**src/design/fir_filter_eight_tap_assert.svh**
```systemverilog
// Assertion macros shared by the FIR filter RTL.
// Expects signals named clk and arst_n in the module that uses them.
`ifndef FIR_FILTER_EIGHT_TAP_ASSERT_SVH
`define FIR_FILTER_EIGHT_TAP_ASSERT_SVH

// Same-cycle implication, disabled while reset is asserted.
`define FTE_ASSERT_NOW(lbl, ante, cons, msg) \
	lbl: assert property (@(posedge clk) disable iff (!arst_n) (ante) |-> (cons)) \
		else $error(msg);

// Next-cycle implication, disabled while reset is asserted.
`define FTE_ASSERT_NEXT(lbl, ante, cons, msg) \
	lbl: assert property (@(posedge clk) disable iff (!arst_n) (ante) |=> (cons)) \
		else $error(msg);

`endif

```
**src/design/fte_pkg.sv**
```systemverilog
// Types and constants of the eight-tap FIR filter.
// Used by every module of the block; depends on nothing.
`timescale 1ns / 1ps

package fte_pkg;

	localparam int MAX_TAPS   = 8;
	localparam int TAPS       = 8;
	localparam int HIST_DEPTH = MAX_TAPS - 1;
	localparam int SAMPLE_W   = 16;
	localparam int PROD_W     = 2 * SAMPLE_W;
	localparam int PAIR_W     = PROD_W + 1;
	localparam int QUAD_W     = PROD_W + 2;
	localparam int ACC_W      = PROD_W + 3;
	localparam int FRAC_BITS  = 14;
	localparam int RES_W      = ACC_W - FRAC_BITS;
	localparam int ADDR_W     = 5;
	localparam int DATA_W     = 32;
	localparam int IDX_W      = $clog2(MAX_TAPS);

	localparam logic signed [ACC_W-1:0] ROUND_HALF = ACC_W'(1) <<< (FRAC_BITS - 1);
	localparam logic signed [RES_W-1:0] RES_MAX = RES_W'(32767);
	localparam logic signed [RES_W-1:0] RES_MIN = -RES_W'(32768);

	localparam logic signed [SAMPLE_W-1:0] COEF0_RESET = SAMPLE_W'(16384);

	typedef logic signed [SAMPLE_W-1:0] sample_t;
	typedef logic signed [PROD_W-1:0]   prod_t;
	typedef logic signed [PAIR_W-1:0]   pair_t;
	typedef logic signed [QUAD_W-1:0]   quad_t;
	typedef logic signed [ACC_W-1:0]    acc_t;
	typedef logic signed [RES_W-1:0]    res_t;

	typedef sample_t coef_arr_t [MAX_TAPS];
	typedef prod_t   prod_arr_t [MAX_TAPS];

	// Load enables of the adder stages behind the tap cells.
	typedef struct packed {
		logic s2;
		logic s3;
		logic s4;
		logic s5;
	} adv_t;

endpackage

```
**src/design/fte_tap_cell.sv**
```systemverilog
// One tap of the FIR delay line: multiplies the sample passing in and
// holds it for the next tap. Depends on fte_pkg.
`timescale 1ns / 1ps

module fte_tap_cell (
	input  logic             clk,
	input  logic             arst_n,
	input  logic             shift_en,
	input  logic             clear,
	input  fte_pkg::sample_t x_in,
	input  fte_pkg::sample_t coef,
	output fte_pkg::sample_t x_out,
	output fte_pkg::prod_t   prod_s1
);
	import fte_pkg::*;

	sample_t hist_q;

	// The delay register is filter state; a last item empties it.
	always_ff @(posedge clk or negedge arst_n) begin
		if (!arst_n) begin
			hist_q <= '0;
		end else if (shift_en) begin
			hist_q <= clear ? sample_t'(0) : x_in;
		end
	end

	always_ff @(posedge clk) begin
		if (shift_en) begin
			prod_s1 <= PROD_W'(x_in) * PROD_W'(coef);
		end
	end

	assign x_out = hist_q;

endmodule

```
**config.mk**
```make
export PLATFORM = sky130hd
export DESIGN_NAME = fte_tap_cell
export DESIGN_NICKNAME = d
export VERILOG_FILES = /design/src/design/fir_filter_eight_tap_assert.svh /design/src/design/fte_pkg.sv /design/src/design/fte_tap_cell.sv
export SDC_FILE = /design/constraint.sdc
export NUM_CORES = 1
export LEC_CHECK = 0
export BUFFER_PORTS_ARGS = -buffer_cell sky130_fd_sc_hd__buf_2
export CAP_MARGIN = 10
export CORE_MARGIN = 2
export CORE_UTILIZATION = 45
export DETAILED_ROUTE_END_ITERATION = 7
export GPL_ROUTABILITY_DRIVEN = 0
export PLACE_DENSITY = 0.66
export SLEW_MARGIN = 15
export SYNTH_ARGS = -nofsm -noshare
export SYNTH_HDL_FRONTEND = slang
export SYNTH_SLANG_ARGS = --single-unit
```
**constraint.sdc**
```tcl
create_clock -name clk -period 0.8 [get_ports clk]
set_input_delay 0.04 -clock clk [delete_from_list [all_inputs] [get_ports clk]]
set_output_delay 0.04 -clock clk [all_outputs]
set_load 0.05 [all_outputs]
```
* After elaboration in Yosys (flattened, before gate mapping)
Index checks and enable logic that the tools add are counted.
** Operators by class
- Multipliers :: 1
- Muxes and demuxes :: 1
** Operators by type and width (count)
- $mul 16x16->32 :: 1
- $mux 16 :: 1
** Word-level totals
- Bits in registers :: 48
- Bits of input ports :: 36
- Output and inout port bits :: 48
- Word-level logic and storage cells :: 4

* Longest topological paths before layout
- Depth after elaboration :: 1
- Mapped depth :: 24
- Gate-level depth less buffers :: 22

* Worst setup path after synthesis
No wires, ideal clock.
- Path type :: input-to-reg
- Start :: in coef[7]
- End :: reg prod_s1[31], data pin
- Setup time :: 0.260 ns
- Data arrival time :: 5.528 ns
- Data required time :: 0.540 ns
- Slack :: -4.988 ns
- Cell stages on the path :: 24
- Path buffers :: 2
- Cell sequence :: clkbuf_1 -> nand2_1 -> fa_1 -> inv_1 -> fa_1 -> inv_1 -> fa_1 -> inv_1 -> fa_1 -> fa_1 -> inv_1 -> fa_1 -> inv_1 -> ha_1 -> clkbuf_1 -> nand3_1 -> o21ai_0 -> a211oi_2 -> o21ai_2 -> a221oi_2 -> o21ai_2 -> a211o_1 -> a21oi_2 -> xnor2_1
** On the way
- Cells in the longest elaborated chain, start to end :: 1
** RTL lines
- start, declared :: line fte_tap_cell.sv:11 : input fte_pkg::sample_t coef,
- $mul 16x16->32 :: line fte_tap_cell.sv:30 : prod_s1 <= PROD_W'(x_in) * PROD_W'(coef);
- end signal, assigned :: line fte_tap_cell.sv:30
- end, declared :: line fte_tap_cell.sv:13 : output fte_pkg::prod_t prod_s1
Every way passes these cells.
A chain may end at the register's enable or synchronous reset.

* Final worst setup path
- Start :: in coef[6]
- End :: reg prod_s1[31], data pin
The elaborated chain is that of the path after synthesis.

==> flow_summary.toml <==
[status]
status = "finished with violations"
violations = "negative setup slack"

[finish]
area_growth_pct = 34.3
drive_above_1_share_pct = 32.3
final_cell_area_um2 = 15300
n_antenna_cell = 0
final_cells = 1743
nNetsFinal = 1792

[synth]
avgSynthCellArea_um2 = 9.76
syn-num-nets = 1546
yosysTopAreaCell = "fa_1"
synth-seq-cells = 48
synth_cells = 1166
synth_edf_count = 32
synth_top_area_share_pct = 46.1
yosys_warnings = 0
synth.distinct_cells = 39
async_flop_share_pct = 33.3
syn_area_um2 = 11400
yosysSeqAreaShare_pct = 12.0
ys_top_cells_by_area = "fa_1 (46%), inv_1 (9.9%), ha_1 (9.0%)"
ys.flop_type = "edfxtp_1"

[cts]
cts_made_buffers = 5
clk_latency_ps = 310
clk_path_buf_depth = 2
path_clk_slew_ps = 80
root_buffer = "clkbuf_16"
cts_tree = "done"
h-tree-depth = 2
cts_num_sinks = 48

[timing]
finClkSkew_ps = 0
maxSlewViolCount = 0
tightest_slew_ps = 376
max_freq_mhz = 188
fin_crit_sh_pct = 663
slew_headroom_pct = 74.9
setup_viol = 78
worst_slack_ps = -4510
min_period_ps = 5310
rsz0062_at_grt = "true"
hold_violations = 0

[place]
dp_hpwl_um = 23500
post_dp_cell_area_um2 = 13800
port_buffers = 83
place_inst = 1709
pre_cts_ws_ps = -5140

[drt]
first_pass_iters = 5
wire_per_inst_um = 16.3
ant_nets = 0
drc = 0
viasPerCell = 4.90
vias = 8543
routed_wirelength_um = 28400
drt_iter0_drc = 355

[die]
num_rows = 58
core_area_um2 = 25000
fp.dieH_um = 163
io_pins = 84
initial_core_util_pct = 45.6
die_w_um = 163
die-area_um2 = 26600

[grt]
overflow = 0
grt_pass1_vias = 9880
grt_start_max_net_pins = 54
grt_pass1_wl_um = 48600
grt_use_total_pct = 23.5
antenna_found_initial = 0

[run]
maxCapViolCount = 0

[min_path]
min_path_cells = 3
hp-class = "in2reg"

[critical_path]
worst_path_largest_cell_delay_ps = 540
critPathSlowestCell = "fa_1"
cp_common_cell = "fa_1"
arrival_ps = 5380
cp.required_ps = 880
path_cells = "buf_12 -> and2_4 -> fa_1 -> inv_2 -> fa_2 -> fa_1 -> fa_1 -> inv_2 -> fa_1 -> fa_1 -> ha_4 -> buf_6 -> a21oi_4 -> o21ai_2 -> a211oi_2 -> o21ai_2 -> a221oi_4 -> o21ai_2 -> a211o_1 -> a21oi_2 -> xnor2_1"
path_class = "in2reg"
setup.worst_path.end_class = "register"
worstSetupStartpointType = "input port"
crit_fanout = 6
reg2regPathDepth = 3
==> worst max-delay path: cells and delay by family <==
kind	cells	cell delay, ps
buffers and inverters	4	310
AO/OA/AOI/OAI	8	1550
adder cells (fa/ha/maj)	7	3250
XOR/XNOR	1	80
AND/OR/NAND/NOR	1	150
==> cells in the final DEF (no fill, tap or decap), types with 9 or more instances in the layout <==
cell / netlist / layout
a21o_1: 10 / 10
a21oi_2: 1 / 10
and2_1: 123 / 97
and2_4: 0 / 26
buf_12: 0 / 12
buf_2: 0 / 10
buf_4: 0 / 156
buf_6: 0 / 84
buf_8: 0 / 11
dfrtp_2: 0 / 16
edfxtp_1: 32 / 32
fa_1: 262 / 242
fa_2: 0 / 20
ha_1: 82 / 48
ha_4: 0 / 33
inv_1: 301 / 280
inv_2: 0 / 21
nand2_1: 124 / 112
nand3b_1: 17 / 17
nor2_1: 26 / 22
o21ai_0: 29 / 16
xnor2_1: 27 / 24
xor2_1: 9 / 9
==> path summary, 6_finish.rpt <==
kind | start | to | slack, ps
setup reg to reg | x_out[7]$_DFFE_PN0P_ | x_out[7]$_DFFE_PN0P_ | 20
hold / removal | x_in[0] | x_out[0]$_DFFE_PN0P_ | 30
min in group asynchronous | arst_n | x_out[0]$_DFFE_PN0P_ | 190
max in group asynchronous | arst_n | x_out[7]$_DFFE_PN0P_ | 330
setup / recovery | coef[6] | prod_s1[31]$_DFFE_PP_ | -4510
hold reg to reg | x_out[15]$_DFFE_PN0P_ | x_out[15]$_DFFE_PN0P_ | 550
==> cells in the mapped netlist (3+ instances only) <==
cell,count
nand3_1,5
nand2_1,124
xor2_1,9
edfxtp_1,32
nor2_1,26
a21oi_1,17
o21bai_1,3
a211oi_1,5
a31oi_1,3
xnor2_1,27
nand2b_1,6
nand3b_1,17
and2_1,123
nor2b_1,3
fa_1,262
inv_1,301
ha_1,82
a21o_1,10
clkbuf_1,36
dfrtp_1,16
o21a_1,4
nor3_1,4
o21ai_0,29
==> cell families after synthesis <==
kind of cell               share of synthesized area, %
DFF                                                12.0
adders and majority gates                          55.1
AOI/OAI and AO/OA                                  4.89
xor gates and xnor gates                           2.77
and+or+nand+nor                                    14.1
buffers and inverters                              11.2
==> metrics by stage <==
step | TNS, ps | hold WS (ps) | utilization (%)
floorplan | -103960 | -256 | -
global placement | -118830 | -29.6 | 55.5
detailed placement | -120060 | -25.2 | 55.5
CTS | -111300 | 23.8 | 60.4
global route | -116220 | 30.7 | 61.2
finish | -110740 | 30.0 | 61.2
==> registers in the layout, summed over array words and instances, names as in the netlist <==
register	count
x_out	16
prod_s1	32
==> metal layers <==
metal / up-vias / global-route usage, % / routed length, µm
met1: 4389 / 28.3 / 11200
met5: - / 0 / 0
met3: 50 / 2.72 / 865
li1: 3922 / - / -
met2: 182 / 43.6 / 15400
met4: 0 / 7.72 / 928
==> cell type report <==
cell class | count | area, µm²
Fill cell | 2061 | 9690
Inverter | 301 | 1130
Clock buffer | 7 | 175
Timing Repair Buffer | 277 | 2610
Sequential cell | 48 | 1380
Tap cell | 330 | 413
Multi-Input combinational cell | 779 | 9560
Clock inverter | 1 | 8.76
==> repair_timing <==
| action | CTS | global route |
|---|---|---|
| endpoints found under the setup margin | 79 | 80 |
| hold buffers | 1 | 0 |
| setup buffers | 33 | 8 |
| pin swaps | 86 | 38 |
| endpoints found under the hold margin | 16 | 0 |
| gates cloned | 0 | 0 |
| gates resized for setup | 244 | 56 |
Power is not shown: default switching activity piles up to over one toggle a cycle in this logic, so the estimate is an artifact.
