[src/design/fir_filter_eight_tap_assert.svh]
// Assertion macros shared by the FIR filter RTL.
// Expects signals named clk and arst_n in the module that uses them.
`ifndef FIR_FILTER_EIGHT_TAP_ASSERT_SVH
`define FIR_FILTER_EIGHT_TAP_ASSERT_SVH

// Same-cycle implication, disabled while reset is asserted.
`define FTE_ASSERT_NOW(lbl, ante, cons, msg) \
	lbl: assert property (@(posedge clk) disable iff (!arst_n) (ante) |-> (cons)) \
		else $error(msg);

// Next-cycle implication, disabled while reset is asserted.
`define FTE_ASSERT_NEXT(lbl, ante, cons, msg) \
	lbl: assert property (@(posedge clk) disable iff (!arst_n) (ante) |=> (cons)) \
		else $error(msg);

`endif

[src/design/fte_pkg.sv]
// Types and constants of the eight-tap FIR filter.
// Used by every module of the block; depends on nothing.
`timescale 1ns / 1ps

package fte_pkg;

	localparam int MAX_TAPS   = 8;
	localparam int TAPS       = 8;
	localparam int HIST_DEPTH = MAX_TAPS - 1;
	localparam int SAMPLE_W   = 16;
	localparam int PROD_W     = 2 * SAMPLE_W;
	localparam int PAIR_W     = PROD_W + 1;
	localparam int QUAD_W     = PROD_W + 2;
	localparam int ACC_W      = PROD_W + 3;
	localparam int FRAC_BITS  = 14;
	localparam int RES_W      = ACC_W - FRAC_BITS;
	localparam int ADDR_W     = 5;
	localparam int DATA_W     = 32;
	localparam int IDX_W      = $clog2(MAX_TAPS);

	localparam logic signed [ACC_W-1:0] ROUND_HALF = ACC_W'(1) <<< (FRAC_BITS - 1);
	localparam logic signed [RES_W-1:0] RES_MAX = RES_W'(32767);
	localparam logic signed [RES_W-1:0] RES_MIN = -RES_W'(32768);

	localparam logic signed [SAMPLE_W-1:0] COEF0_RESET = SAMPLE_W'(16384);

	typedef logic signed [SAMPLE_W-1:0] sample_t;
	typedef logic signed [PROD_W-1:0]   prod_t;
	typedef logic signed [PAIR_W-1:0]   pair_t;
	typedef logic signed [QUAD_W-1:0]   quad_t;
	typedef logic signed [ACC_W-1:0]    acc_t;
	typedef logic signed [RES_W-1:0]    res_t;

	typedef sample_t coef_arr_t [MAX_TAPS];
	typedef prod_t   prod_arr_t [MAX_TAPS];

	// Load enables of the adder stages behind the tap cells.
	typedef struct packed {
		logic s2;
		logic s3;
		logic s4;
		logic s5;
	} adv_t;

endpackage

[src/design/fte_cfg.sv]
// APB coefficient register file of the FIR filter.
// Depends on fte_pkg.
`timescale 1ns / 1ps

module fte_cfg (
	input  logic                       clk,
	input  logic                       arst_n,
	input  logic                       psel,
	input  logic                       penable,
	input  logic                       pwrite,
	input  logic [fte_pkg::ADDR_W-1:0] paddr,
	input  logic [fte_pkg::DATA_W-1:0] pwdata,
	output logic [fte_pkg::DATA_W-1:0] prdata,
	output logic                       pready,
	output fte_pkg::coef_arr_t         coef
);
	import fte_pkg::*;

	sample_t          coef_q [MAX_TAPS];
	logic [IDX_W-1:0] idx;
	logic             wr_en;

	assign idx    = paddr[IDX_W+1:2];
	assign wr_en  = psel && penable && pwrite;
	assign pready = 1'b1;

	// Tap 0 comes out of reset at 1.0, so the filter starts as a pass-through.
	always_ff @(posedge clk or negedge arst_n) begin
		if (!arst_n) begin
			for (int k = 0; k < MAX_TAPS; k++) begin
				coef_q[k] <= (k == 0) ? COEF0_RESET : '0;
			end
		end else if (wr_en) begin
			coef_q[idx] <= sample_t'(pwdata[SAMPLE_W-1:0]);
		end
	end

	assign prdata = {{(DATA_W - SAMPLE_W){1'b0}}, coef_q[idx]};

	always_comb begin
		for (int k = 0; k < MAX_TAPS; k++) begin
			coef[k] = coef_q[k];
		end
	end

endmodule

[config.mk]
export PLATFORM = sky130hd
export DESIGN_NAME = fte_cfg
export DESIGN_NICKNAME = d
export VERILOG_FILES = /design/src/design/fir_filter_eight_tap_assert.svh /design/src/design/fte_pkg.sv /design/src/design/fte_cfg.sv
export SDC_FILE = /design/constraint.sdc
export NUM_CORES = 1
export LEC_CHECK = 0
export ABC_AREA = 1
export BUFFER_PORTS_ARGS = -buffer_cell sky130_fd_sc_hd__buf_2
export CORE_ASPECT_RATIO = 0.7
export CORE_UTILIZATION = 25
export DETAILED_ROUTE_END_ITERATION = 16
export REMOVE_ABC_BUFFERS = 1
export SYNTH_ARGS = -nofsm -noshare
export SYNTH_HDL_FRONTEND = slang
export SYNTH_SLANG_ARGS = --single-unit
[constraint.sdc]
create_clock -name clk -period 2.12 [get_ports clk]
set_clock_uncertainty 0.15 [all_clocks]
set_input_delay 0.53 -clock clk [delete_from_list [all_inputs] [get_ports clk]]
set_output_delay 0.53 -clock clk [all_outputs]
set_load 0.05 [all_outputs]
# Yosys cells after proc, flatten, opt, wreduce, memory -nomap -nowiden
# Index checks and enable logic that the tools add are counted.
[classes] addsub=0 multipliers=0 n_div=0 order_cmp=2 n_eq_ne=0 shift=0 mux=6 bitwise=1 reduce_logical=3
[ops] op="$bwmux 128" count=1
[ops] op="$bmux 16 s3" count=1
[ops] op="$demux 16 s3" count=1
[ops] op="$mux 16" count=3
[ops] op="$ge 4x4->1 const B" count=1
[ops] op="$lt 4x1->1 const B" count=1
[ops] op="$not 3->4" count=1
[ops] op="$logic_and 1x1->1" count=3
[totals] regBits=128 latchBits=0 mem_bits_rw=0 mem_bits_ro=0 input_bits=42 output_inout_bits=161 wordCells=20 mem_count=0

# Longest topological paths before layout
[depth] depth_word=6 mapped_depth=10

# Worst setup path before layout
# No wires, ideal clock.
[synth_path] kind="input-to-output" start="input port paddr[2] in the netlist's numbering" end="output port prdata[10] in the netlist's numbering" arrival_ns=1.707 setup_slack_ns=-0.267 stages=10 n_path_buf=3 cell_sequence="buf_2 > inv_2 > buf_2 > buf_2 > nand2_1 > nand2_1 > nand2_1 > nand2_1 > nand2_1 > nand2_1"
[synth_via] elab_chain_cells=4
[synth_lines] item="start, declared" line="fte_cfg.sv:11" text="input logic [fte_pkg::ADDR_W-1:0] paddr,"
[synth_lines] item="$not 3->4 (not written as such)" line="fte_cfg.sv:38" text="assign prdata = {{(DATA_W - SAMPLE_W){1'b0}}, coef_q[idx]};"
[synth_lines] item="$bmux 16 s3" line="fte_cfg.sv:38"
[synth_lines] item="$mux 16 (not written as such) (2 in series)" line="fte_cfg.sv:38"
[synth_lines] item="end, declared" line="fte_cfg.sv:13" text="output logic [fte_pkg::DATA_W-1:0] prdata,"
# No other way between the ends. The select of a mux whose other input is x is not followed.

# Worst setup path after layout
[layout_path] start="input port paddr[2] in the netlist's numbering" end="output port prdata[12] in the netlist's numbering"
# The elaborated chain is that of the path after synthesis.

==> results.txt <==
----------------------------------------------------
[GRT]
  Pin count of the biggest net entering global routing ... 77
  Initial antenna violation count ... 1
  Wire length of the first global-routing pass ... 37.04 mm
  Global-route congestion overflow total ... 0
  Via count of the first global-routing pass ... 5,988
  Total Routing Usage GR ... approximately a fifth

[Placed design]
  HPWL after detailed placement ... between 15 and 20 mm
  GPL Wtd Cong ... 0.8209
  Cell count after placement ... roughly 1,400
  Number of port buffers ... 167
  Instance area after placement ... approximately 8000 µm²

[Yosys]
  Cell taking the most area after synthesis ... sky130_fd_sc_hd__dfrtp_1
  Yosys warning total ... 0
  Sequential share of the synthesized area ... around half
  Yosys reg bits ... between 100 and 150
  Dominant cells by area after synthesis ... sky130_fd_sc_hd__dfrtp_1, sky130_fd_sc_hd__nand2_1, sky130_fd_sc_hd__o21ai_0, sky130_fd_sc_hd__buf_4, sky130_fd_sc_hd__buf_2
  Synth unique cells ... 19
  Post-synthesis cell area ... 6460 µm²
  Gate Count Post-Synth ... 907
  Mapped Avg Cell Area ... 7.122 µm²
  Top-area cell type share of the netlist area ... 49.20%

[STA]
  Final count of hold timing violations ... 0
  Final Cycle Share ... 100.6%
  Unrepaired setup endpoints after global routing ... true
  Total of endpoints with negative setup slack in the final report ... 5
  Post-route setup TNS ... -0.02860 ns
  Final count of pins violating max slew ... 0
  Time the worst path needs with I/O delays and setup ... 2.133 ns
  Worst-case setup margin in the final layout ... -0.01331 ns
  Max Freq ... 468.8 MHz

[Worst setup path]
  Crit-path max FO ... 12
  Dominant cell type by count on the critical path ... sky130_fd_sc_hd__nand2_1
  WP data required ... 1.44 ns
  Cells on worst reg2reg path ... 2
  Setup slack of the worst register-to-register path ... around 1.2 ns
  Crit. End Element ... output pin
  Origin of the critical flop-to-flop path ... coef[126]
  Kind of critical path ... primary input to output pin
  CP Launch Type ... primary input
  Biggest cell delay along the critical path ... 0.16 ns
  Cell with the biggest individual delay on the critical path ... sky130_fd_sc_hd__buf_6
  Worst flop-to-flop path endpoint ... coef[126]
  Critical path, cell by cell ... buf_16 -> buf_12 -> buf_12 -> nand2_1 -> nand2_1 -> nand2_1 -> nand2_1 -> nand2_1 -> nand2_1 -> buf_6
  Data arrival at the endpoint of the critical path ... 1.45 ns

[Min path]
  Hold path startpoint ... pwdata[14]
  Tightest Hold Check Type ... primary input to flip-flop
  Min-Delay Path Depth ... 3
  Hold Crit Endpoint ... coef[126]

[Clock tree]
  Number of clock buffers inserted by TritonCTS ... 17
  Clock net sink count ... 128
  Skew-Pair Late Insertion Delay ... 0.42 ns
  Max Root-Sink Buffers ... 2
  TritonCTS clock tree ... yes
  CTS root buf ... sky130_fd_sc_hd__clkbuf_16
  Clock slew at reported path FFs ... 0.06 ns
  H-tree depth ... 4

[Pwr]
  Power Density ... 1119 nW/µm²
  Leak ... between 0.005 and 0.006 µW
  Power consumption ... between 10,000 and 15,000 µW
  Worst vdd ir ... 0.5756 mV

[Floorplanning]
  Site row count ... 48
  I/O pin count ... 203
  Core area ... ~25,000 µm²
  Initial Util ... 25.86%
  Die area ... between 20,000 and 30,000 µm²
  Chip height ... 136.5 µm
  Die W ... 194.1 µm

[Routing]
  Total number of vias ... 6,487
  Remaining number of nets flagged by the antenna check after routing ... 0
  Average vias per placed instance ... 4.486
  Total wire length ... 24.30 mm
  Remaining DRCs ... 0
  Average detailed-routed wire length per instance ... about 17 µm
  Initial detailed-routing violation count ... 456
  Pre-antenna DRT Iters ... 5

[Cells and area]
  Number of nets in the layout ... 1,149
  Max reg flops ... 128
  Layout cell share with drive strength beyond 1 ... 26.88%
  Layout area overhead ... 41.78%
  Finished Cell Area ... 9159 µm²
  Final cell count without fillers ... 1,446

[Flow run]
  Reported max-cap violation count ... 0

[Run status]
  Run status ... finished, violations left
  Violated checks ... setup timing

----------------------------------------------------
[cell type report]
| class | instances | area, µm² |
|---|---|---|
| tap | 325 | 406.6 |
| inverter | 21 | 107.6 |
| multi-input combinational | 703 | 2935 |
| fill | 2582 | 15830 |
| clock buffer | 17 | 425.4 |
| clock inverter | 15 | 183.9 |
| antenna | 1 | 2.502 |
| timing repair buffer | 236 | 1893 |
| sequential | 128 | 3204 |
[cell usage after synthesis, drive strengths merged]
| library cell | instances |
|---|---|
| nand4 | 4 |
| nor2 | 30 |
| conb | 2 |
| inv | 21 |
| dfstp | 1 |
| nand2 | 517 |
| dfrtp | 127 |
| a21oi | 16 |
| buf | 47 |
| clkbuf | 23 |
| o21ai | 112 |
| nand3 | 7 |
[through the flow]
stage	util (%)	hold slack (ns)	setup WS, ns
2_1_floorplan	-	0.08441	-1.421
3_3_place_gp	32.55	0.3302	-0.2697
3_5_place_dp	32.55	0.3446	-0.2427
4_1_cts	36.19	0.1939	-0.04778
5_1_grt	36.65	0.2141	-0.1085
6_report	36.66	0.2245	-0.01331
[worst max-delay path: cells and delay by family]
kind | cells | cell delay, ns
buffers and inverters | 4 | 0.58
and+or+nand+nor | 6 | 0.34
[what timing repair did]
item                                   4_1_cts  5_1_grt
buffers inserted                             4        6
hold buffers                                 1        0
cloned                                       3        0
resized for setup                           54       41
pin swaps                                    2       15
endpoints found under the hold margin       51        0
setup endpoints to repair                   16       16
[power by group]
part / switching (µW) / internal, µW / total [µW]
combinational: 2910 / 933 / 3840
clock: 1200 / 1860 / 3060
sequential: 425 / 2920 / 3340
[how the worst max path moves through the flow]
stage | from | endpoint | cells past startpoint
final | paddr[2] | prdata[12] | 10
after global routing | paddr[2] | prdata[9] | 10
after CTS | paddr[2] | prdata[6] | 11
after detailed placement | paddr[2] | prdata[15] | 10
after global placement | paddr[2] | prdata[13] | 10
after floorplan | psel | coef[0] | 3
[routing by layer]
metal  share of wire [%]  wire length [µm]  global-route usage (%)  up-vias
met3                 8.2              2004                   5.619       12
met1                  48             11660                   27.21     3035
li1                    -                 -                       -     3199
met4                0.70               169                   4.012        0
met2                  43             10470                   27.44      241
met5                   0                 0                       0        -
[layout by cell type (no fill, tap or decap), types with 4 or more instances in the layout]
| cell | netlist | routed |
|---|---|---|
| sky130_fd_sc_hd__nand2_1 | 516 | 497 |
| sky130_fd_sc_hd__buf_2 | 20 | 147 |
| sky130_fd_sc_hd__dfrtp_1 | 127 | 127 |
| sky130_fd_sc_hd__o21ai_0 | 112 | 112 |
| sky130_fd_sc_hd__buf_4 | 22 | 36 |
| sky130_fd_sc_hd__buf_12 | 0 | 27 |
| sky130_fd_sc_hd__nor2_1 | 23 | 22 |
| sky130_fd_sc_hd__nand2_2 | 1 | 20 |
| sky130_fd_sc_hd__inv_1 | 18 | 18 |
| sky130_fd_sc_hd__conb_1 | 2 | 17 |
| sky130_fd_sc_hd__clkbuf_16 | 0 | 17 |
| sky130_fd_sc_hd__buf_6 | 0 | 17 |
| sky130_fd_sc_hd__a21oi_1 | 16 | 16 |
| sky130_fd_sc_hd__nor2_4 | 4 | 6 |
| sky130_fd_sc_hd__buf_8 | 0 | 6 |
| sky130_fd_sc_hd__nand3_1 | 6 | 5 |
| sky130_fd_sc_hd__nand4_1 | 4 | 4 |
| sky130_fd_sc_hd__clkinv_4 | 0 | 4 |
[cells by family (layout without fill, tap and decap cells)]
group / Yosys count / in the layout / share of synthesized area, %
simple gates: 558 / 558 / 33.41
compound gates: 128 / 128 / 9.917
flops: 128 / 128 / 49.60
buf+inv: 91 / 289 / 6.953
other cells: 2 / 18 / 0.1163
Power figures use the tool's default switching activity.
