==> config.mk <==
export PLATFORM = sky130hd
export DESIGN_NAME = fte_acc
export DESIGN_NICKNAME = d
export VERILOG_FILES = /design/src/design/fir_filter_eight_tap_assert.svh /design/src/design/fte_pkg.sv /design/src/design/fte_acc.sv
export SDC_FILE = /design/constraint.sdc
export NUM_CORES = 1
export LEC_CHECK = 0
export BUFFER_PORTS_ARGS = -buffer_cell sky130_fd_sc_hd__buf_4
export CORE_UTILIZATION = 40
export CTS_CLUSTER_SIZE = 14
export DETAILED_ROUTE_END_ITERATION = 10
export GPL_TIMING_DRIVEN = 0
export HOLD_SLACK_MARGIN = 0.03
export SYNTH_ARGS = -nofsm -noshare
export SYNTH_HDL_FRONTEND = slang
export SYNTH_SLANG_ARGS = --single-unit
==> constraint.sdc <==
create_clock -name clk -period 4.11 [get_ports clk]
set_input_delay 0.822 -clock clk [delete_from_list [all_inputs] [get_ports clk]]
set_output_delay 0.822 -clock clk [all_outputs]
set_load 0.02 [all_outputs]
==> src/design/fir_filter_eight_tap_assert.svh <==
// Assertion macros shared by the FIR filter RTL.
// Expects signals named clk and arst_n in the module that uses them.
`ifndef FIR_FILTER_EIGHT_TAP_ASSERT_SVH
`define FIR_FILTER_EIGHT_TAP_ASSERT_SVH

// Same-cycle implication, disabled while reset is asserted.
`define FTE_ASSERT_NOW(lbl, ante, cons, msg) \
	lbl: assert property (@(posedge clk) disable iff (!arst_n) (ante) |-> (cons)) \
		else $error(msg);

// Next-cycle implication, disabled while reset is asserted.
`define FTE_ASSERT_NEXT(lbl, ante, cons, msg) \
	lbl: assert property (@(posedge clk) disable iff (!arst_n) (ante) |=> (cons)) \
		else $error(msg);

`endif

==> src/design/fte_pkg.sv <==
// Types and constants of the eight-tap FIR filter.
// Used by every module of the block; depends on nothing.
`timescale 1ns / 1ps

package fte_pkg;

	localparam int MAX_TAPS   = 8;
	localparam int TAPS       = 8;
	localparam int HIST_DEPTH = MAX_TAPS - 1;
	localparam int SAMPLE_W   = 16;
	localparam int PROD_W     = 2 * SAMPLE_W;
	localparam int PAIR_W     = PROD_W + 1;
	localparam int QUAD_W     = PROD_W + 2;
	localparam int ACC_W      = PROD_W + 3;
	localparam int FRAC_BITS  = 14;
	localparam int RES_W      = ACC_W - FRAC_BITS;
	localparam int ADDR_W     = 5;
	localparam int DATA_W     = 32;
	localparam int IDX_W      = $clog2(MAX_TAPS);

	localparam logic signed [ACC_W-1:0] ROUND_HALF = ACC_W'(1) <<< (FRAC_BITS - 1);
	localparam logic signed [RES_W-1:0] RES_MAX = RES_W'(32767);
	localparam logic signed [RES_W-1:0] RES_MIN = -RES_W'(32768);

	localparam logic signed [SAMPLE_W-1:0] COEF0_RESET = SAMPLE_W'(16384);

	typedef logic signed [SAMPLE_W-1:0] sample_t;
	typedef logic signed [PROD_W-1:0]   prod_t;
	typedef logic signed [PAIR_W-1:0]   pair_t;
	typedef logic signed [QUAD_W-1:0]   quad_t;
	typedef logic signed [ACC_W-1:0]    acc_t;
	typedef logic signed [RES_W-1:0]    res_t;

	typedef sample_t coef_arr_t [MAX_TAPS];
	typedef prod_t   prod_arr_t [MAX_TAPS];

	// Load enables of the adder stages behind the tap cells.
	typedef struct packed {
		logic s2;
		logic s3;
		logic s4;
		logic s5;
	} adv_t;

endpackage

==> src/design/fte_acc.sv <==
// Registered adder tree, rounding and saturation of the FIR filter.
// Depends on fte_pkg.
`timescale 1ns / 1ps

module fte_acc (
	input  logic                 clk,
	input  fte_pkg::adv_t        adv,
	input  fte_pkg::prod_arr_t   prod_s1,
	input  logic                 last_s1,
	output fte_pkg::sample_t     filtered,
	output logic                 sat,
	output logic                 last
);
	import fte_pkg::*;

	pair_t   pair_s2 [MAX_TAPS/2];
	quad_t   quad_s3 [MAX_TAPS/4];
	acc_t    sum_s4;
	sample_t filt_s5;
	logic    sat_s5;
	logic    last_s2, last_s3, last_s4, last_s5;
	acc_t    rounded;
	res_t    res;

	always_ff @(posedge clk) begin
		if (adv.s2) begin
			for (int k = 0; k < MAX_TAPS/2; k++) begin
				pair_s2[k] <= PAIR_W'(prod_s1[2*k]) + PAIR_W'(prod_s1[2*k+1]);
			end
			last_s2 <= last_s1;
		end
		if (adv.s3) begin
			for (int k = 0; k < MAX_TAPS/4; k++) begin
				quad_s3[k] <= QUAD_W'(pair_s2[2*k]) + QUAD_W'(pair_s2[2*k+1]);
			end
			last_s3 <= last_s2;
		end
		if (adv.s4) begin
			sum_s4  <= ACC_W'(quad_s3[0]) + ACC_W'(quad_s3[1]);
			last_s4 <= last_s3;
		end
		if (adv.s5) begin
			if (res > RES_MAX) begin
				filt_s5 <= sample_t'(RES_MAX);
				sat_s5  <= 1'b1;
			end else if (res < RES_MIN) begin
				filt_s5 <= sample_t'(RES_MIN);
				sat_s5  <= 1'b1;
			end else begin
				filt_s5 <= sample_t'(res);
				sat_s5  <= 1'b0;
			end
			last_s5 <= last_s4;
		end
	end

	// Round half up, then floor by dropping the fraction bits.
	assign rounded = sum_s4 + ROUND_HALF;
	assign res     = res_t'(rounded[ACC_W-1:FRAC_BITS]);

	assign filtered = filt_s5;
	assign sat      = sat_s5;
	assign last     = last_s5;

endmodule

After elaboration in Yosys (flattened, before gate mapping)
Memories as Yosys holds them, arrays and structs flattened. Index checks and enable logic that the tools add are counted.

Magnitude comparators: 2. Muxes and demuxes: 6. $add $sub $neg: 8.

Operator list (number): $add A32 B32 Y33 (4); $add A33 B33 Y34 (2); $add A34 B34 Y35 (1); $add A35 B15 Y35 const B (1); $gt A21 B16 Y1 const B (1); $lt A21 B16 Y1 const B (1); $mux W16 (1); $mux W1 (5).

Register bits: 56. Output and inout bits: 18. Memory bits (writable): 200. Memories: 2. Word-level logic and storage cells: 25.

Memories: pair_s2 (words 4, width 33, rd ports 4, clocked after Yosys merged registers in 0, wr ports 4, line fte_acc.sv:16) `pair_t pair_s2 [MAX_TAPS/2];`; quad_s3 (words 2, width 34, rd ports 2, clocked after Yosys merged registers in 0, wr ports 2, line fte_acc.sv:17) `quad_t quad_s3 [MAX_TAPS/4];`.

Depth between registers and ports, before layout
Gate-level depths: netlist (run 1).

Word-level depth: 3. Depth in mapped cells: 12. Depth with buffers taken out: 12.

Worst setup path after synthesis (run 1)
Ideal clock, no wire load.

Path kind: input -> register. From: input port prod_s1[192] in the netlist's numbering. To: memory pair_s2[0][30] in the netlist's numbering (data pin). Slack: 0.672 ns. Stages: 11. Data arrival time: 3.180 ns. Data required time: 3.852 ns. Cells stage by stage: ha_1 > fa_1 > a21o_1 > a21oi_1 > o21ai_0 > a2111oi_1 > o31a_1 > o31a_1 > o21bai_1 > a21oi_1 > xnor2_1.

RTL lines: from (decl) (line fte_acc.sv:8) `input fte_pkg::prod_arr_t prod_s1,`; to (decl) (line fte_acc.sv:16).

==> results of run 1 <==
==> per-layer routing <==
layer  part of all wire  global-route usage
met5                  0                   0
met3              0.037              0.0245
met1               0.50               0.274
met2               0.45               0.307
met4              0.012              0.0298
==> stage by stage <==
step                hold WS [ns]  std cells  utilization  instance area, um^2
CTS                        0.417       2775        0.491                22500
global route               0.431       2775        0.491                22500
finish                     0.417       2776        0.491                22500
detailed placement         0.405       2728        0.472                21600
global placement           0.405       2727        0.472                21600
floorplan                  0.400       1848            -                18700
==> synth_stat cells (all sizes together) (12+ instances only) <==
master | n | area [um^2]
edfxtp | 243 | 7300
ha | 228 | 2850
a21oi | 181 | 913
nor2 | 128 | 480
o21ai | 119 | 596
xnor2 | 119 | 1040
nand2 | 100 | 375
a21o | 95 | 714
inv | 72 | 270
xor2 | 69 | 604
nand3 | 51 | 255
a211oi | 34 | 265
o21a | 32 | 240
o21bai | 31 | 233
nor3 | 28 | 140
and3 | 27 | 169
nand4 | 23 | 144
nor2b | 22 | 145
a31oi | 21 | 161
nand2b | 21 | 131
clkbuf | 18 | 67.6
and2 | 15 | 93.8
o31ai | 14 | 110
o211ai | 12 | 90.1
==> cell type report <==
cell class,instances,area [um^2],area share
diodes,1,2.50,0.000111
well taps,600,751,0.0334
plain buffers,23,91.3,0.00406
inverters,72,270,0.0120
repair buffers,280,2130,0.0946
multi-input cells,1510,11100,0.493
clock inverters,15,155,0.00690
clock buffers,32,694,0.0309
flip-flops and latches,243,7300,0.325
==> cell families (layout without fill, tap and decap cells) <==
| logic type | Yosys count | after routing | synth area share |
|---|---|---|---|
| xor gates and xnor gates | 188 | 188 | 0.0879 |
| DFF | 243 | 243 | 0.389 |
| AOI/OAI and AO/OA | 622 | 622 | 0.221 |
| muxes | 5 | 5 | 0.00267 |
| other | 0 | 1 | 0 |
| adders and majority gates | 234 | 234 | 0.159 |
| buffers and inverters | 95 | 422 | 0.0193 |
| and+or+nand+nor | 461 | 461 | 0.121 |
==> sequential cells by signal (all words and copies together), names as in the netlist <==
name and cells:
last_s3 1, last 1, pair_s2 132, quad_s3 68
sum_s4 22, sat 1, filtered 16, last_s4 1
last_s2 1
==> worst max-delay path by stage <==
stage | start | endpoint | slack (ns) | cells after the start
after floorplan | prod_s1[192] | pair_s2[0][30] | 0.67 | 11
after global placement | prod_s1[192] | pair_s2[0][30] | -0.31 | 12
after detailed placement | prod_s1[192] | pair_s2[0][30] | -0.35 | 12
after CTS | prod_s1[192] | pair_s2[0][30] | 0.22 | 12
after global routing | prod_s1[64] | pair_s2[2][30] | 0.16 | 12
final | prod_s1[192] | pair_s2[0][30] | 0.43 | 12
==> worst max-delay path: cells and delay by family <==
kind	cells	cell delay, ns
AO/OA/AOI/OAI	8	2.26
XOR/XNOR	1	0.13
adder cells (fa/ha/maj)	2	0.63
buffers and inverters	1	0.11
==> power breakdown <==
part           internal [W]  switching, W  total, W
combinational       0.00213       0.00270   0.00483
clock               0.00139      0.000954   0.00234
sequential          0.00373      0.000373   0.00410
==> placed cells by master, fill, tap and decap left out, drive strengths merged, types with 6 or more instances in the layout <==
master | netlist | layout
o22ai | 6 | 6
inv | 72 | 72
and4 | 10 | 10
clkbuf | 18 | 50
o21ai | 119 | 119
nand4 | 23 | 23
clkinv | 0 | 9
or2 | 8 | 8
nand2b | 21 | 21
o31a | 9 | 9
or3 | 6 | 6
nor3 | 28 | 28
o311ai | 7 | 7
a21oi | 181 | 181
edfxtp | 243 | 243
fa | 6 | 6
o21a | 32 | 32
a2111oi | 8 | 8
xnor2 | 119 | 119
nor4 | 8 | 8
a211oi | 34 | 34
xor2 | 69 | 69
o31ai | 14 | 14
and3 | 27 | 27
nand3 | 51 | 51
buf | 5 | 285
o21bai | 31 | 31
a31oi | 21 | 21
nand2 | 100 | 100
ha | 228 | 228
a221oi | 6 | 6
nor2 | 128 | 128
a21o | 95 | 95
and2 | 15 | 15
o211ai | 12 | 12
nor2b | 22 | 22
==> metrics, run 1 <==
Post-synth EDFFs=243; VDD IR max=358 uV; Worst Skew=0.00589 ns; final hold viol count=0; Cell Rows=78; CTS tree=done; Pwr Total=0.0113 W; Slew headroom=0.426; RR Startpoint=pair_s2[1][0]; cell count after synthesis=1848; WHS Path Cells=0; hold buffer count at CTS=0; filler instances=4320; post-cts sizing count=0; Die ar.=0.0477 mm^2; max incr delay on CP=0.66 ns; Initial DRT Pass Iterations=5; Detailed Route Iter0 Violations=856; post-route ant nets=0; synth warn=0; CP Data Arrival Time=3.94 ns; fmax=272 MHz; clock tree buffer depth=3; Clk Latency, worst-skew pair=0.54 ns; synthesized area=0.0187 mm^2; via-per-instance ratio=5.38; Final Wtd Congestion=0.888; crit path max fanout=4; final setup fails=0; vias in the first global route=14300; Slew Viols, Final=0; Core ar.=0.0458 mm^2; fin nets=2653; unrepaired setup endpoints after global routing=no; num ports=280; average size of a mapped cell=10.1 um^2; total grt overflow=0; Overall Global Routing Usage=0.190; P_leak=9.54 nW; DRC viols=0; Final TNS setup=0 ns; Final WS setup=0.432 ns; CTS sink cnt=243; clock root buffer=clkbuf_16; CTS HTree Levels=1; largest net degree at the start of global routing=82; DP Wirelength=37600 um; Initial Utilization=0.409; min-delay src=last_s3; cell count of the worst reg-to-reg path=12; worst-margin pin slew=0.862 ns; share of layout cells above drive strength 1=0.166; Reg-to-Reg End=quad_s3[0][32]; post-synthesis cell type count=77; pre-CTS setup slack=-0.354 ns; Tmin final=3.68 ns; Seq/Total Area, Yosys=0.389; # Post-CTS Setup Buffers=0; worst path required time=4.38 ns; antenna violations before repair=1; Max Cap Violations=0; worst-path cell chain=buf_4 -> ha_1 -> fa_1 -> a21o_1 -> a21oi_1 -> o21ai_0 -> a2111oi_2 -> o31a_1 -> o31a_1 -> o21bai_1 -> a21oi_1 -> xnor2_1; die height=218 um; setup slack, reg-to-reg=0.59 ns; syn_nets=2344; drt wl/cell=16.6 um; Startpoint Class=input pin; status=finished clean; final wirelength=46000 um; cell at the slowest stage of the critical path=a2111oi_2; endpoint class of the critical path=register; top_reg_cell synth=edfxtp_1; port bufs=279; asr flop ratio synth=0; global-route wire length before repair=73500 um; hold endpoint=last_s4; pwr dens=501 mW/mm^2; Clock transition at path regs=0.06 ns; Vias=14900; WS Path Type=input pin to register; CTS Buf Count=27; Die W=218 um; period utilization=0.895; Yosys reg bits=243; Hold Crit Class=register to register; area delta synth->final=19.9%
(Power assumes the default switching activity.)
==> inputs of run 2 (changes only) <==
Settings changed: CORE_ASPECT_RATIO set to 0.8.
==> metrics, run 2 (synthesized netlist as in run 1, its figures left out) <==
Core ar.=0.0460 mm^2 (was 0.0458 mm^2); global-route wire length before repair=71600 um (was 73500 um); VDD IR max=370 uV (was 358 uV); Setup crit end=pair_s2[0][30] (unchanged); Largest regs=pair_s2 (132), quad_s3 (68), sum_s4 (22) (unchanged); Slew Viols, Final=0 (unchanged); Pwr Total=0.0114 W (was 0.0113 W); crit path max fanout=4 (unchanged); vias in the first global route=13800 (was 14300); cell count of the worst reg-to-reg path=12 (unchanged); total grt overflow=0 (unchanged); final wirelength=45800 um (was 46000 um); Clk Latency, worst-skew pair=0.54 ns (about the same); share of layout cells above drive strength 1=0.164 (was 0.166); clock root buffer=clkbuf_16 (unchanged); filler instances=4297 (was 4320); Initial Utilization=0.408 (was 0.409); fmax=261 MHz (was 272 MHz); post-cts sizing count=0 (unchanged); Die W=244 um (was 218 um); final setup fails=0 (unchanged); Slew headroom=0.353 (was 0.426); Overall Global Routing Usage=0.186 (was 0.190); worst-path cell chain=buf_4 -> ha_1 -> fa_1 -> a21o_1 -> a21oi_1 -> o21ai_0 -> a2111oi_1 -> o31a_1 -> o31a_1 -> o21bai_1 -> a21oi_1 -> xnor2_1 (was buf_4 -> ha_1 -> fa_1 -> a21o_1 -> a21oi_1 -> o21ai_0 -> a2111oi_2 -> o31a_1 -> o31a_1 -> o21bai_1 -> a21oi_1 -> xnor2_1); Clock transition at path regs=0.06 ns (about the same); Initial DRT Pass Iterations=5 (unchanged); max incr delay on CP=0.90 ns (was 0.66 ns); cell at the slowest stage of the critical path=a2111oi_1 (was a2111oi_2); min-delay src=last_s2 (was last_s3); Worst Skew=0.00875 ns (was 0.00589 ns); commonest non-fill, non-tap cell in the layout=buf_4 (unchanged); max reg flops=132 (unchanged); Critical Path Stages=12 (unchanged); Max Cap Violations=0 (unchanged); Final TNS setup=0 ns (unchanged); final hold viol count=0 (unchanged); unrepaired setup endpoints after global routing=no (unchanged); setup slack, reg-to-reg=0.32 ns (was 0.59 ns); drt wl/cell=16.4 um (was 16.6 um); Die ar.=0.0477 mm^2 (about the same); post-route ant nets=0 (unchanged); CTS sink cnt=243 (unchanged); CTS HTree Levels=1 (unchanged); largest net degree at the start of global routing=79 (was 82); Cell Rows=70 (was 78); Reg-to-Reg End=quad_s3[0][32] (unchanged); Hold Crit Class=register to register (unchanged); fin nets=2652 (was 2653); num ports=280 (unchanged); most frequent cells in the layout=buf_4 (278), edfxtp_1 (243), ha_1 (228) (unchanged); Tmin final=3.84 ns (was 3.68 ns); critical path buffer and inverter count=1 (unchanged); RR Startpoint=pair_s2[1][0] (unchanged); DRC viols=0 (unchanged); hold_ws=0.417 ns (about the same); CP delay by family, top=compound AO/OA/AOI/OAI gates (unchanged); clock tree buffer depth=3 (unchanged); most flop-heavy register=pair_s2 (unchanged); Final Wtd Congestion=0.866 (was 0.888); CP Data Arrival Time=4.13 ns (was 3.94 ns); hold buffer count at CTS=0 (unchanged); Vias=15100 (was 14900); period utilization=0.933 (was 0.895); pwr dens=505 mW/mm^2 (was 501 mW/mm^2); die height=196 um (was 218 um); WS Path Type=input pin to register (unchanged); DP Wirelength=37900 um (was 37600 um); status=finished clean (unchanged); Detailed Route Iter0 Violations=1020 (was 856); antenna fix cells=0 (was 1); worst-margin pin slew=0.968 ns (was 0.862 ns); worst path required time=4.40 ns (was 4.38 ns); P_leak=9.55 nW (was 9.54 nW); CTS Buf Count=26 (was 27); via-per-instance ratio=5.40 (was 5.38); CTS tree=done (unchanged); area delta synth->final=20.0% (was 19.9%); Startpoint Class=input pin (unchanged); port bufs=279 (unchanged); # Post-CTS Setup Buffers=0 (unchanged); endpoint class of the critical path=register (unchanged); antenna violations before repair=1 (unchanged); Critical Path Start=prod_s1[192] (unchanged)
==> run 2: cell types whose count changed in the layout (fill, tap and decap cells not counted) <==
cell / before / now
clkinv_2: 3 / 2
clkinvlp_4: 3 / 1
diode_2: 1 / 0
a2111oi_1: 0 / 1
clkbuf_1: 23 / 25
bufinv_16: 3 / 4
a2111oi_2: 3 / 2
clkinv_4: 1 / 0
==> run 2: per-stage QoR <==
stage	cell area, um^2	setup WS (ns)	cells	utilization
after floorplan	18700	0.672	1848	-
after global placement	21600	-0.232	2739	0.470
after detailed placement	21600	-0.220	2740	0.471
after CTS	22500	0.344	2786	0.489
after global routing	22500	0.0579	2786	0.489
final	22500	0.273	2786	0.489
==> run 2: final cells by class <==
type                       instances  area (um^2)  area share
clock inverter                    12          156     0.00695
inverter                          72          270      0.0120
multi-input combinational       1510        11100       0.493
sequential                       243         7300       0.324
clock buffer                      34          702      0.0312
buffer                            23         91.3     0.00406
timing repair buffer             280         2130      0.0945
tap                              612          766      0.0340
==> run 2: where the power goes <==
| part | internal, W | switching [W] | total [W] |
|---|---|---|---|
| clock | 0.00144 | 0.000929 | 0.00237 |
| combinational | 0.00213 | 0.00275 | 0.00489 |
| sequential | 0.00372 | 0.000374 | 0.00410 |
==> run 2: layer usage <==
layer  part of all wire  track usage  up-vias
met1               0.51        0.288     6980
li1                   -            -     7671
met4              0.013       0.0299        0
met3              0.055       0.0284       45
met2               0.42        0.273      355
met5                  0            0        -
==> run 2: worst min path at each step <==
stage / slack [ns] / cells past startpoint / end
5_1_grt: 0.44 / 0 / last_s3
3_5_place_dp: 0.41 / 0 / last_s3
2_1_floorplan: 0.40 / 0 / last
3_3_place_gp: 0.41 / 0 / last_s3
6_report: 0.42 / 0 / last_s3
4_1_cts: 0.42 / 0 / last_s3
==> run 2: worst reg2reg max path, cell delays in order, from the launching register on <==
cell       delay [ns]
edfxtp_1         0.33
ha_1             0.16
inv_1            0.05
fa_1             0.39
nor2b_1          0.14
o21ai_1          0.11
o211a_1          0.25
o41ai_2          0.51
o311ai_1         0.25
a2111oi_2        0.62
o21ai_1          0.12
o21ai_1          0.17
xor2_1           0.42
==> inputs of run 3 (changes only) <==
Settings changed: CORE_UTILIZATION 40 to 59, PLACE_DENSITY set to 0.82.
==> metrics, run 3 (synthesized netlist as in run 1, its figures left out) <==
Startpoint Class=register (was input pin); Cell Rows=57 (was 70); placed cell count=2541 (was 2740); endpoint class of the critical path=register (unchanged); Final Wtd Congestion=0.991 (was 0.866); worst path required time=4.35 ns (was 4.40 ns); commonest non-fill, non-tap cell in the layout=buf_4 (unchanged); Internal=0.00709 W (was 0.00730 W); port bufs=279 (unchanged); largest net degree at the start of global routing=86 (was 79); post-route ant nets=0 (unchanged); Max Cap Violations=0 (unchanged); via-per-instance ratio=6.01 (was 5.40); Clock transition at path regs=0.06 ns (about the same); Seq. cell area=0.00730 mm^2 (unchanged); Clk Latency, worst-skew pair=0.53 ns (was 0.54 ns); switching share of power=0.368 (was 0.357); share of layout cells above drive strength 1=0.165 (was 0.164); DP Wirelength=36800 um (was 37900 um); vias in the first global route=14500 (was 13800); CTS HTree Levels=1 (unchanged); CP Data Arrival Time=4.18 ns (was 4.13 ns); Initial DRT Pass Iterations=6 (was 5); period utilization=0.958 (was 0.933); most flop-heavy register=pair_s2 (unchanged); Comb pwr share=0.447 (was 0.430); hold buffer count at CTS=0 (unchanged); max incr delay on CP=0.51 ns (was 0.90 ns); Flop pwr share=0.361 (about the same); worst-path cell chain=ha_1 -> inv_1 -> fa_1 -> nor2b_1 -> o21ai_1 -> o211a_1 -> o41ai_2 -> o311ai_1 -> a2111oi_4 -> o21ai_1 -> o21ai_1 -> xor2_1 (was buf_4 -> ha_1 -> fa_1 -> a21o_1 -> a21oi_1 -> o21ai_0 -> a2111oi_1 -> o31a_1 -> o31a_1 -> o21bai_1 -> a21oi_1 -> xnor2_1); Reg-to-Reg End=quad_s3[0][32] (unchanged); Die ar.=0.0325 mm^2 (was 0.0477 mm^2); CTS Buf Count=24 (was 26); final hold viol count=0 (unchanged); WHS Path Cells=0 (unchanged); final setup fails=0 (unchanged); Tmin final=3.94 ns (was 3.84 ns); min-delay src=last_s3 (was last_s2); die height=161 um (was 196 um); Final TNS setup=0 ns (unchanged); CP delay by family, top=compound AO/OA/AOI/OAI gates (unchanged); cell count of the worst reg-to-reg path=12 (unchanged); fmax=254 MHz (was 261 MHz); filler-free cell count of the finished design=2584 (was 2786); net switching power=0.00413 W (was 0.00405 W); global-route wire length before repair=72200 um (was 71600 um); Critical Path Start=pair_s2[0][0] (was prod_s1[192]); clock root buffer=clkbuf_16 (unchanged); setup slack, reg-to-reg=0.17 ns (was 0.32 ns); Largest regs=pair_s2 (132), quad_s3 (68), sum_s4 (22) (unchanged); crit path max fanout=4 (unchanged); fin nets=2650 (was 2652); Hold Crit Class=register to register (unchanged); Detailed Route Iter0 Violations=1356 (was 1020); total grt overflow=0 (unchanged); CTS tree=done (unchanged); Die W=201 um (was 244 um); drt wl/cell=17.7 um (was 16.4 um); Vias=15500 (was 15100); Initial Utilization=0.608 (was 0.408); clock tree buffer depth=3 (unchanged); antenna violations before repair=2 (was 1); Clock power frac=0.191 (was 0.209); most frequent CP cell=o21ai_1; # Post-CTS Setup Buffers=0 (unchanged); pwr dens=506 mW/mm^2 (was 505 mW/mm^2); RR Startpoint=pair_s2[0][0] (was pair_s2[1][0]); WS Path Type=register to register (was input pin to register); antenna fix cells=0 (unchanged); unrepaired setup endpoints after global routing=no (unchanged); Multi-input gate area=0.0111 mm^2 (about the same); VDD IR max=294 uV (was 370 uV); status=finished clean (unchanged); filler instances=2262 (was 4297); CTS sink cnt=243 (unchanged); final wirelength=45700 um (was 45800 um); most frequent cells in the layout=buf_4 (278), edfxtp_1 (243), ha_1 (228) (unchanged); Slew Viols, Final=0 (unchanged); Overall Global Routing Usage=0.274 (was 0.186); area delta synth->final=18.3% (was 20.0%); hold endpoint=last_s4 (was last_s3); worst-margin pin slew=0.879 ns (was 0.968 ns); Slew headroom=0.414 (was 0.353); cell at the slowest stage of the critical path=o41ai_2 (was a2111oi_1); DRC viols=0 (unchanged); Worst Skew=0.0102 ns (was 0.00875 ns); critical path buffer and inverter count=1 (unchanged); num ports=280 (unchanged); P_leak=9.51 nW (was 9.55 nW); max reg flops=132 (unchanged); Core ar.=0.0308 mm^2 (was 0.0460 mm^2)
run 3: worst max path at each step:
| stage | end | slack, ns | depth (start not counted) |
|---|---|---|---|
| after CTS | pair_s2[0][30] | 0.16 | 12 |
| after global placement | pair_s2[0][30] | -0.26 | 12 |
| final | quad_s3[0][32] | 0.17 | 12 |
| after floorplan | pair_s2[0][30] | 0.67 | 11 |
| after global routing | quad_s3[0][32] | 0.05 | 12 |
| after detailed placement | pair_s2[0][30] | -0.36 | 12 |
run 3: power groups by stage:
stage                     registers [W]  clock network [W]  logic [W]
after detailed placement        0.00410                  0    0.00489
after global routing            0.00412            0.00224    0.00553
after global placement          0.00409                  0    0.00470
final                           0.00406            0.00214    0.00502
after CTS                       0.00406            0.00216    0.00494
after floorplan                 0.00403                  0    0.00347
run 3: final cells by class:
class | count | share of cell area
Multi-Input combinational cell | 1510 | 0.501
Sequential cell | 243 | 0.329
Timing Repair Buffer | 280 | 0.0959
Clock buffer | 27 | 0.0286
Tap cell | 413 | 0.0233
Inverter | 72 | 0.0122
Clock inverter | 16 | 0.00581
Buffer | 23 | 0.00412
run 3: stage by stage:
stage | setup WS (ns) | total power, W | area, um^2 | hold slack (ns) | utilization
5_1_grt | 0.0518 | 0.0119 | 22200 | 0.428 | 0.719
6_report | 0.174 | 0.0112 | 22200 | 0.420 | 0.719
4_1_cts | 0.158 | 0.0112 | 22100 | 0.420 | 0.719
2_1_floorplan | 0.672 | 0.00750 | 18700 | 0.400 | -
3_5_place_dp | -0.362 | 0.00898 | 21400 | 0.405 | 0.694
3_3_place_gp | -0.258 | 0.00879 | 21400 | 0.405 | 0.693
run 3: routing by layer:
metal  GRT usage  vias up  share of wire
met3      0.0490       59          0.078
met4      0.0472        2          0.016
li1            -     7667              -
met1       0.399     7207           0.46
met2       0.433      600           0.44
met5           0        -        0.00079
run 3: repair_timing:
action                                 4_1_cts  5_1_grt
gates resized for setup                      0        2
setup endpoints to repair                    0        2
endpoints found under the hold margin        0        0
